--- src/hdl/clu_pkg.sv ---
package clu_pkg;

  // Register indexes on the configuration port
  localparam logic [1:0] REG_LINE_WIDTH  = 2'd0;
  localparam logic [1:0] REG_LINE_TOTAL  = 2'd1;
  localparam logic [1:0] REG_FORMAT_CODE = 2'd2;

  localparam int unsigned CFG_DATA_W = 10;

  // Reset values of the registers
  localparam logic [9:0] LINE_WIDTH_RST  = 10'd160;
  localparam logic [9:0] LINE_TOTAL_RST  = 10'd120;
  localparam logic [7:0] FORMAT_CODE_RST = 8'd0;

  // Fixed bytes of the line mark and the frame trailer
  localparam logic [7:0] BYTE_ZERO = 8'h00;
  localparam logic [7:0] BYTE_ONE  = 8'h01;
  localparam logic [7:0] BYTE_FE   = 8'hFE;

  // Step counter of one output run
  localparam int unsigned STEP_W = 5;
  typedef logic [STEP_W-1:0] step_t;

  // Last step of each kind of run
  localparam step_t LAST_PIXEL = 5'd0;
  localparam step_t LAST_LINE  = 5'd6;
  localparam step_t LAST_FRAME = 5'd16;

  typedef enum logic [1:0] {
    KIND_PIXEL,
    KIND_LINE,
    KIND_FRAME
  } kind_e;

  // One classified item passed from front to back
  typedef struct packed {
    kind_e      kind;
    logic [7:0] data;
  } desc_t;

  typedef struct packed {
    logic [9:0] line_width;
    logic [9:0] line_total;
    logic [7:0] format_code;
  } cfg_t;

endpackage

--- src/hdl/clu_front.sv ---
module clu_front import clu_pkg::*; (
  input  logic       clk_i,
  input  logic       rst_ni,
  input  cfg_t       cfg_i,
  input  logic       in_valid_i,
  output logic       in_stall_o,
  input  logic [7:0] pixel_byte_i,
  input  logic       queue_full_i,
  output logic       push_o,
  output desc_t      desc_o
);

  logic [7:0]  held_q, held_d;
  logic [10:0] pos_q, pos_d;
  logic [9:0]  row_q, row_d;
  logic        accept;
  logic        line_end;
  logic        frame_end;

  assign in_stall_o = queue_full_i;
  assign accept     = in_valid_i && !queue_full_i;
  assign push_o     = accept;

  // Classify the beat against the current line and frame
  assign line_end  = ({1'b0, pos_q} + 12'd1) >= {1'b0, cfg_i.line_width, 1'b0};
  assign frame_end = ({1'b0, row_q} + 11'd1) >= {1'b0, cfg_i.line_total};

  // The held byte is zero at the start of a line, so it is the shifted byte as is
  always_comb begin
    desc_o.data = held_q;
    if (!line_end) begin
      desc_o.kind = KIND_PIXEL;
    end else if (frame_end) begin
      desc_o.kind = KIND_FRAME;
    end else begin
      desc_o.kind = KIND_LINE;
    end
  end

  // Advance the line and frame position on each accepted beat
  always_comb begin
    held_d = held_q;
    pos_d  = pos_q;
    row_d  = row_q;
    if (accept) begin
      if (!line_end) begin
        held_d = pixel_byte_i;
        pos_d  = pos_q + 11'd1;
      end else begin
        held_d = BYTE_ZERO;
        pos_d  = '0;
        row_d  = frame_end ? '0 : row_q + 10'd1;
      end
    end
  end

  always_ff @(posedge clk_i or negedge rst_ni) begin
    if (!rst_ni) begin
      held_q <= '0;
      pos_q  <= '0;
      row_q  <= '0;
    end else begin
      held_q <= held_d;
      pos_q  <= pos_d;
      row_q  <= row_d;
    end
  end

  a_line_restart: assert property (@(posedge clk_i) disable iff (!rst_ni)
    accept && line_end |=> pos_q == '0 && held_q == BYTE_ZERO)
    else $error("line did not restart after its last byte");

endmodule

--- src/hdl/clu_queue.sv ---
module clu_queue import clu_pkg::*; #(
  parameter int unsigned DEPTH = 4
) (
  input  logic  clk_i,
  input  logic  rst_ni,
  input  logic  push_i,
  input  desc_t push_data_i,
  output logic  full_o,
  input  logic  pop_i,
  output logic  valid_o,
  output desc_t head_o
);

  localparam int unsigned PTR_W = (DEPTH > 1) ? $clog2(DEPTH) : 1;
  localparam int unsigned CNT_W = $clog2(DEPTH + 1);

  desc_t              mem_q [DEPTH];
  logic [PTR_W-1:0]   wr_ptr_q, rd_ptr_q;
  logic [CNT_W-1:0]   count_q;

  assign full_o  = count_q == CNT_W'(DEPTH);
  assign valid_o = count_q != '0;
  assign head_o  = mem_q[rd_ptr_q];

  function automatic logic [PTR_W-1:0] ptr_next(input logic [PTR_W-1:0] ptr);
    ptr_next = (ptr == PTR_W'(DEPTH - 1)) ? '0 : ptr + 1'b1;
  endfunction

  // Store the pushed beat
  always_ff @(posedge clk_i) begin
    if (push_i) begin
      mem_q[wr_ptr_q] <= push_data_i;
    end
  end

  // Move pointers and fill count
  always_ff @(posedge clk_i or negedge rst_ni) begin
    if (!rst_ni) begin
      wr_ptr_q <= '0;
      rd_ptr_q <= '0;
      count_q  <= '0;
    end else begin
      if (push_i) begin
        wr_ptr_q <= ptr_next(wr_ptr_q);
      end
      if (pop_i) begin
        rd_ptr_q <= ptr_next(rd_ptr_q);
      end
      if (push_i && !pop_i) begin
        count_q <= count_q + 1'b1;
      end else if (pop_i && !push_i) begin
        count_q <= count_q - 1'b1;
      end
    end
  end

  a_no_overflow: assert property (@(posedge clk_i) disable iff (!rst_ni)
    count_q <= CNT_W'(DEPTH))
    else $error("queue fill count beyond depth");

  a_no_underflow: assert property (@(posedge clk_i) disable iff (!rst_ni)
    pop_i |-> count_q != '0)
    else $error("pop from empty queue");

endmodule

--- src/hdl/clu_back.sv ---
module clu_back import clu_pkg::*; (
  input  logic       clk_i,
  input  logic       rst_ni,
  input  cfg_t       cfg_i,
  input  logic       head_valid_i,
  input  desc_t      head_i,
  output logic       pop_o,
  output logic       out_valid_o,
  input  logic       out_stall_i,
  output logic [7:0] out_byte_o,
  output logic       run_last_o
);

  step_t      step_q, step_d;
  step_t      last_step;
  logic       out_valid_q, out_valid_d;
  logic [7:0] out_byte_q;
  logic       run_last_q;
  logic       load;
  logic       is_last;

  // Byte sent at each step of a run
  function automatic logic [7:0] run_byte(input step_t step, input logic [7:0] data,
                                          input cfg_t cfg);
    case (step)
      5'd0:              run_byte = data;
      5'd1:              run_byte = BYTE_ZERO;
      5'd2, 5'd3:        run_byte = BYTE_ONE;
      5'd4, 5'd5, 5'd6:  run_byte = BYTE_FE;
      5'd7:              run_byte = {6'd0, cfg.line_width[9:8]};
      5'd8:              run_byte = cfg.line_width[7:0];
      5'd9:              run_byte = {6'd0, cfg.line_total[9:8]};
      5'd10:             run_byte = cfg.line_total[7:0];
      5'd11:             run_byte = cfg.format_code;
      5'd12, 5'd13:      run_byte = BYTE_FE;
      default:           run_byte = BYTE_ONE;
    endcase
  endfunction

  always_comb begin
    case (head_i.kind)
      KIND_PIXEL: last_step = LAST_PIXEL;
      KIND_LINE:  last_step = LAST_LINE;
      default:    last_step = LAST_FRAME;
    endcase
  end

  // Load a new beat when the output register is empty or being drained
  assign is_last = step_q == last_step;
  assign load    = head_valid_i && (!out_valid_q || !out_stall_i);
  assign pop_o   = load && is_last;

  always_comb begin
    step_d      = step_q;
    out_valid_d = out_valid_q;
    if (load) begin
      out_valid_d = 1'b1;
      step_d      = is_last ? '0 : step_q + 1'b1;
    end else if (!out_stall_i) begin
      out_valid_d = 1'b0;
    end
  end

  always_ff @(posedge clk_i or negedge rst_ni) begin
    if (!rst_ni) begin
      step_q      <= '0;
      out_valid_q <= 1'b0;
    end else begin
      step_q      <= step_d;
      out_valid_q <= out_valid_d;
    end
  end

  // Hold the payload unless a new beat is loaded
  always_ff @(posedge clk_i) begin
    if (load) begin
      out_byte_q <= run_byte(step_q, head_i.data, cfg_i);
      run_last_q <= is_last;
    end
  end

  assign out_valid_o = out_valid_q;
  assign out_byte_o  = out_byte_q;
  assign run_last_o  = run_last_q;

  a_step_range: assert property (@(posedge clk_i) disable iff (!rst_ni)
    step_q <= LAST_FRAME)
    else $error("run step beyond frame trailer");

  a_run_keeps_head: assert property (@(posedge clk_i) disable iff (!rst_ni)
    step_q != '0 |-> head_valid_i)
    else $error("queue head lost in the middle of a run");

endmodule

--- src/hdl/camera_line_uart_framer.sv ---
// Channel   Handshake                       Payload
// pixel     pixel_valid_i / pixel_stall_o   pixel_byte_i
// out       out_valid_o / out_stall_i       out_byte_o, run_last_o
// config    cfg_we_i, cfg_index_i           cfg_data_i
//
// One pixel byte is taken per cycle while the queue is not full; each gives one output
// beat inside a line. A line end gives 7 beats and a frame end 17, one beat per cycle
// from the back sequencer while the output is not stalled, so the input stalls once the
// QUEUE_DEPTH-entry queue fills. Reset clears position, row, queue and output valid;
// registers take defaults. Output stall holds the output register; the input keeps
// flowing until the queue fills.
module camera_line_uart_framer import clu_pkg::*; #(
  parameter int unsigned QUEUE_DEPTH = 4
) (
  input  logic                  clk_i,
  input  logic                  rst_ni,
  input  logic                  cfg_we_i,
  input  logic [1:0]            cfg_index_i,
  input  logic [CFG_DATA_W-1:0] cfg_data_i,
  input  logic                  pixel_valid_i,
  output logic                  pixel_stall_o,
  input  logic [7:0]            pixel_byte_i,
  output logic                  out_valid_o,
  input  logic                  out_stall_i,
  output logic [7:0]            out_byte_o,
  output logic                  run_last_o
);

  cfg_t  cfg_q;
  logic  push;
  desc_t push_desc;
  logic  queue_full;
  logic  pop;
  logic  head_valid;
  desc_t head;

  // Configuration registers; unknown indexes are dropped
  always_ff @(posedge clk_i or negedge rst_ni) begin
    if (!rst_ni) begin
      cfg_q.line_width  <= LINE_WIDTH_RST;
      cfg_q.line_total  <= LINE_TOTAL_RST;
      cfg_q.format_code <= FORMAT_CODE_RST;
    end else if (cfg_we_i) begin
      case (cfg_index_i)
        REG_LINE_WIDTH:  cfg_q.line_width  <= cfg_data_i[9:0];
        REG_LINE_TOTAL:  cfg_q.line_total  <= cfg_data_i[9:0];
        REG_FORMAT_CODE: cfg_q.format_code <= cfg_data_i[7:0];
        default: ;
      endcase
    end
  end

  clu_front u_front (
    .clk_i        (clk_i),
    .rst_ni       (rst_ni),
    .cfg_i        (cfg_q),
    .in_valid_i   (pixel_valid_i),
    .in_stall_o   (pixel_stall_o),
    .pixel_byte_i (pixel_byte_i),
    .queue_full_i (queue_full),
    .push_o       (push),
    .desc_o       (push_desc)
  );

  clu_queue #(
    .DEPTH (QUEUE_DEPTH)
  ) u_queue (
    .clk_i       (clk_i),
    .rst_ni      (rst_ni),
    .push_i      (push),
    .push_data_i (push_desc),
    .full_o      (queue_full),
    .pop_i       (pop),
    .valid_o     (head_valid),
    .head_o      (head)
  );

  clu_back u_back (
    .clk_i        (clk_i),
    .rst_ni       (rst_ni),
    .cfg_i        (cfg_q),
    .head_valid_i (head_valid),
    .head_i       (head),
    .pop_o        (pop),
    .out_valid_o  (out_valid_o),
    .out_stall_i  (out_stall_i),
    .out_byte_o   (out_byte_o),
    .run_last_o   (run_last_o)
  );

endmodule
--- config.mk ---
export PLATFORM = sky130hd
export DESIGN_NAME = camera_line_uart_framer
export DESIGN_NICKNAME = d
export VERILOG_FILES = /design/src/hdl/clu_pkg.sv /design/src/hdl/clu_front.sv /design/src/hdl/clu_queue.sv /design/src/hdl/clu_back.sv /design/src/hdl/camera_line_uart_framer.sv
export SDC_FILE = /design/constraint.sdc
export NUM_CORES = 1
export LEC_CHECK = 0
export ABC_AREA = 1
export BUFFER_PORTS_ARGS = -buffer_cell sky130_fd_sc_hd__buf_4
export CAP_MARGIN = 30
export CORE_MARGIN = 2
export CORE_UTILIZATION = 55
export CTS_BUF_LIST = sky130_fd_sc_hd__clkbuf_16
export DETAILED_ROUTE_END_ITERATION = 6
export HOLD_SLACK_MARGIN = 0.02
export PLACE_DENSITY_LB_ADDON = 0.2
export SYNTH_ARGS = -nofsm -noshare
export SYNTH_HDL_FRONTEND = slang
export SYNTH_SLANG_ARGS = --single-unit
--- constraint.sdc ---
create_clock -name clk_i -period 3.6 [get_ports clk_i]
set_clock_uncertainty 0.15 [all_clocks]
set_input_delay 0.18 -clock clk_i [delete_from_list [all_inputs] [get_ports clk_i]]
set_output_delay 0.18 -clock clk_i [all_outputs]
set_load 0.05 [all_outputs]
Word-level counts from Yosys, hierarchy flattened
Memory sizes are Yosys's and may differ from the RTL's. Index checks and enable logic that the tools add are counted.

Flip-flop bits (word level): 79. RAM bits: 40. Input port bits: 25. Memories: 1.

Memory list: u_queue.mem_q (depth 4, bits a word 10, rd ports 1, clocked after Yosys merged registers in 0, write ports 1, line clu_queue.sv:17) `desc_t mem_q [DEPTH];`.

$add $sub $neg: 9. Magnitude comparators: 2. Equal/unequal tests: 19. Muxes and demuxes: 16. Reduce and logical (&&, ||, !) cells: 21.

Operator list (count): 8-bit case mux with 8 select lines (1); 5-bit by 4-bit equality test with 1-bit output, second input constant (6); 5-bit by 3-bit equality test with 1-bit output, second input constant (4); 11-bit by 1-bit adder with 12-bit output, second input constant (1); 12-bit by 11-bit >= comparator with 1-bit output (1); 10-bit by 1-bit adder with 11-bit output, second input constant (1); 11-bit by 1-bit adder with 11-bit output, second input constant (1); 11-bit by 10-bit >= comparator with 1-bit output (1); 11-bit 2-to-1 mux (1); 10-bit by 1-bit adder with 10-bit output, second input constant (1); 10-bit 2-to-1 mux (1); 5-bit case mux with 2 select lines (1); 2-bit 2-to-1 mux (4); 8-bit 2-to-1 mux (1); 2-bit AND reduction (4); 2-bit equality test, second input constant (3); 3-bit 2-to-1 mux (2); 5-bit by 1-bit adder with 5-bit output, second input constant (1); 5-bit by 1-bit equality test with 1-bit output, second input constant (1); 5-bit equality test (1); 1-bit logical AND (5); 1-bit zero test (5); 5-bit zero test (1); 5-bit 2-to-1 mux (1); 12 further kinds (18).

Logic depth before layout (Yosys ltp)
An unclocked memory read counts as a cell.

Word-level depth: 8. Mapped depth: 18. Mapped depth without buffers: 18.

Modules after synthesis
Synthesis repeated with hierarchy kept, for this count alone.

Cell total of the unflattened synthesis: 798. Area, all modules: 6678.9 sq um.

By module, submodules not included: clu_front (instances 1, cells an instance 342, area each 2374.8 sq um); clu_queue (instances 1, cells an instance 169, area each 2044.5 sq um); camera_line_uart_framer (instances 1, cells an instance 125, area each 1171.1 sq um); clu_back (instances 1, cells an instance 162, area each 1088.5 sq um).

Worst setup path after synthesis
No wires, ideal clock.

Path kind: reg2reg. Start: register u_queue.count_q[0]. End: register u_queue.count_q[1]. Data arrival time: 2.470 ns. Path slack: 0.856 ns. Cell stages (with the launch flop): 8. Buffers on the path: 1. Cells stage by stage: dfrtp_1 nor3_2 nor2_4 buf_2 ha_1 inv_1 fa_1 mux2_2.

Word-level cells in the longest chain between the ends: 6. Elaborated cells on any way between the ends: 15. Those cells by class: add/sub: 2; eq/ne: 1; mux: 2; reduce/logical: 10.

RTL lines: start: declaration (line clu_queue.sv:19) `logic [CNT_W-1:0] count_q;`; start signal: assignment (line clu_queue.sv:50) `count_q <= count_q + 1'b1;`; start signal: assignment (line clu_queue.sv:52) `count_q <= count_q - 1'b1;`; 3-bit equality test (*) (line clu_queue.sv:21) `assign full_o = count_q == CNT_W'(DEPTH);`; via pixel_stall_o (line camera_line_uart_framer.sv:21) `output logic pixel_stall_o,`; 1-bit zero test (*) (line clu_front.sv:21) `assign accept = in_valid_i && !queue_full_i;`; 1-bit logical AND (*) (line clu_front.sv:21); via push (line camera_line_uart_framer.sv:30) `logic push;`; 1-bit zero test (line clu_queue.sv:51) `end else if (pop_i && !push_i) begin`; 1-bit logical AND (line clu_queue.sv:51); 2-bit nonzero test (no line).

Mark *: on every way through the listed nets, which the timed path passes. The rest lies on a longest branch. The select of a mux whose other input is x is not followed. A chain may end at the register's enable or synchronous reset.

Final worst setup path
Start: register u_front.pos_q[0]. End: register u_front.row_q[2].

Word-level cells in the longest chain between the ends: 3.

RTL lines: start: declaration (line clu_front.sv:14) `logic [10:0] pos_q, pos_d;`; start signal: assignment (line clu_front.sv:64) `pos_q <= pos_d;`; 11-bit by 1-bit adder with 12-bit output (line clu_front.sv:25) `assign line_end = ({1'b0, pos_q} + 12'd1) >= {1'b0, cfg_i.line_width, 1'b0};`; 12-bit by 11-bit >= comparator with 1-bit output (line clu_front.sv:25); 2-bit AND reduction (no line); end signal: assignment (line clu_front.sv:65) `row_q <= row_d;`; end: declaration (line clu_front.sv:15) `logic [9:0] row_q, row_d;`.

Every way passes these cells.

==> summary.md <==
| Metric | Value |
|---|---|
| Status | finished clean |
| Synth async-reset ratio | about 59% |
| Crit Path Class | reg2reg |
| Final #Nets | 828 |
| Core Area | around 11,000 um2 |
| R2R Path Start | u_front.pos_q[0] |
| Hold EP | u_front.held_q[0] |
| Die area | 12,120 um2 |
| Distinct cells, synth | 36 |
| Crit path buf inv count | 1 |
| Syn_nets | 768 |
| Critical path's slowest cell | dfrtp_1 |
| CTS tree | done |
| Clock tree buffer depth | 2 |
| Layout cells sized above 1 | 12.13% |
| Count leader, synth | nand2_1 |
| Vias/cell | 5.390 |
| Register bit count reported by yosys | 119 |
| Skew-Pair Late Insertion Delay | 0.41 ns |
| Area leader, netlist | dfrtp_1 |
| Clk slew on worst S/H paths | approximately 0.05 ns |
| H-tree depth | 4 |
| End of the worst register-to-register path | u_front.row_q[2] |
| Syn_area_per_cell | 8.716 um2 |
| Dpl cell area | 6550 um2 |
| Vias | 4,975 |
| Crit path required time | 3.75 ns |
| Crit share post-route | 83.74% |
| Max-slew violation count | 0 |
| Post-CTS Resized | 0 |
| R2R depth | 14 |
| Ys flop type | dfrtp_1 |
| Post-synthesis sequential area ratio | 52.20% |
| Vias in the first global route | 4,577 |
| Worst-margin pin slew | 0.9214 ns |
| Total grt overflow | 0 |
| Post-synth top cells | nand2_1, inv_1, dfrtp_1, o21ai_0, nor2_1 |
| DPL Wire Length | between 9 and 10 mm |
| WL final | 13.88 mm |
| Clock period minus worst slack | 3.015 ns |
| Worst min-delay path category | in2reg |
| Setup TNS | 0 ns |
| Crit-path max cell delay | 0.43 ns |
| Clk root buf | clkbuf_16 |
| Pin count of the biggest net entering global routing | 71 |
| Area delta synth->final | 18.18% |
| First DRT Iteration DRCs | 393 |
| First-pass iteration count of the detailed router | 7 |
| Largest cells by area after synthesis | dfrtp_1, edfxtp_1, nand2_1 |
| Pwr dens | about 770 nW/um2 |
| Post-synth EDFFs | 49 |
| Row cnt | 38 |
| Final hold vios | 0 |
| Initial Util | 56.84% |
| Ant diodes | 0 |
| Yosys top cell area share | 25.88% |
| Mapped cell area | 6188 um2 |
| Maxcap violations | 0 |
| Port Buffer Count | 35 |
| Hold path start | pixel_valid_i |
| WHS Path Cells | 5 |
| Peak fanout along the critical path | 31 |
| Total number of yosys warnings | 0 |
| DRC Markers | 0 |
| RSZ-0062 raised after global routing | false |
| # setup viols final | 0 |
| Sink Count | 119 |
| Slew headroom | between 30% and 40% |
| Tot GR Track Use | about 25% |
| Worst Setup End Kind | flop |
| Most used cell, CP | nand2_1 |
| Global-route wire length before repair | 22.34 mm |
| VDD IR max | about 570 uV |
| Post-Synthesis Cells | 710 |
| Number of top-level pins | 36 |
| WL/cell | 15.04 um |
| Die Y | about 110 um |
| Die Span X | 110.1 um |
| Total CTS buffers | 17 |
| Post-layout instance area | 7313 um2 |
| Routability cong. | 0.9331 |
| CP arrival | 3.16 ns |
| Initial antenna violation count | 0 |
| Leak Pwr | 3.538 nW |
| Cell family with most CP delay | simple AND/OR/NAND/NOR gates |
| Max Clk Rate | 331.7 MHz |
| Post-route ant nets | 0 |
| Crit start category | flop |
| Reg-to-reg setup timing slack | 0.59 ns |
| CP cell instances | ha_1 > nand2_1 > nor2_1 > nand3_1 > xor2_1 > inv_1 > ha_1 > nand3_1 > nor3_1 > nand2_1 > nand2_4 > nand2_2 > nand2_1 > nand2_1 |
[layout make-up]
type                       count  area (um2)
sequential                   119        3231
clock buffer                  17       425.4
inverter                      98       367.9
timing repair buffer          60       500.5
fill                         839        3575
multi-input combinational    474        2476
clock inverter                15       137.6
tap                          140       175.2
[cells by family after synthesis]
family / synth area share [%]
muxes: 0.1820
xor gates and xnor gates: 2.123
and+or+nand+nor: 21.78
AOI/OAI and AO/OA: 9.139
DFF: 52.20
adders and majority gates: 6.793
buffers and inverters: 7.784
[metrics by stage]
stage | power (W) | instances | hold slack (ns) | setup slack [ns] | utilization [%]
6_report | 0.005601 | 923 | 0.1613 | 0.5853 | 67.17
5_1_grt | 0.005955 | 923 | 0.1802 | 0.3407 | 67.17
4_1_cts | 0.005618 | 923 | 0.1485 | 0.5877 | 67.17
3_5_place_dp | 0.003989 | 871 | 0.2167 | 0.6167 | 60.16
3_3_place_gp | 0.003906 | 871 | 0.2016 | 0.7705 | 60.16
2_1_floorplan | 0.003447 | 710 | -0.2656 | 0.8555 | -
[placed cells by master (no fill, tap or decap), drive strengths merged]
cell type | synthesis | final
xor2 | 12 | 12
a21oi | 18 | 18
dlygate4sd3 | 0 | 20
o21bai | 1 | 1
nand3 | 41 | 41
o211ai | 1 | 1
a21o | 1 | 1
o21ai | 72 | 72
edfxtp | 49 | 49
clkinvlp | 0 | 4
dfrtp | 64 | 64
inv | 98 | 100
ha | 32 | 32
buf | 12 | 40
clkinv | 0 | 7
dfstp | 6 | 6
nor2 | 59 | 59
xnor2 | 3 | 3
clkbuf | 7 | 17
nand3b | 2 | 2
fa | 1 | 1
mux2 | 1 | 1
nand2 | 206 | 206
nor3 | 4 | 4
o22ai | 13 | 13
nand4 | 6 | 6
o31ai | 1 | 1
bufinv | 0 | 2
[power breakdown]
part / switching (W) / internal [W]
Clock: 0.000598 / 0.00100
Sequential: 0.000278 / 0.00187
Combinational: 0.00125 / 0.000604
[worst reg2reg max path: stages (launching register included)]
cell and delay [ns]:
dfrtp_1 0.43, ha_1 0.21, nand2_1 0.06, nor2_1 0.24, nand3_1 0.14, xor2_1 0.15
inv_1 0.07, ha_1 0.31, nand3_1 0.10, nor3_1 0.16, nand2_1 0.15, nand2_4 0.31
nand2_2 0.22, nand2_1 0.13, nand2_1 0.06
[registers in the layout (all words and copies together), names as in the netlist]
signal / count
cfg_q: 28
u_back.out_byte_o: 8
u_back.out_valid_o: 1
u_back.run_last_o: 1
u_back.step_q: 5
u_front.held_q: 8
u_front.pos_q: 11
u_front.row_q: 10
u_queue.count_q: 3
u_queue.mem_q: 40
u_queue.rd_ptr_q: 2
u_queue.wr_ptr_q: 2
[worst max path at each step]
stage                  startpoint                 end  slack (ns)  cells past startpoint
2_1_floorplan  u_queue.count_q[0]  u_queue.count_q[1]        0.86                      7
3_3_place_gp     u_front.pos_q[0]    u_front.row_q[4]        0.77                     14
3_5_place_dp     u_front.pos_q[0]    u_front.row_q[2]        0.62                     14
4_1_cts          u_front.pos_q[0]    u_front.row_q[2]        0.59                     14
5_1_grt          u_front.pos_q[0]    u_front.row_q[0]        0.34                     14
6_report         u_front.pos_q[0]    u_front.row_q[2]        0.59                     14
[layer usage]
metal / global-route usage, % / part of all wire, % / vias up
li1: - / - / 2422
met1: 33.92 / 45 / 2392
met2: 39.83 / 49 / 147
met3: 4.938 / 5.3 / 14
met4: 7.685 / 1.2 / 0
met5: 0 / 0 / -
[repair_timing]
item                      in CTS  in global routing
hold buffers                  20                  0
setup buffers                  0                  0
hold endpoints to repair     101                  0
Note: power is estimated with default switching activity, not from simulation.
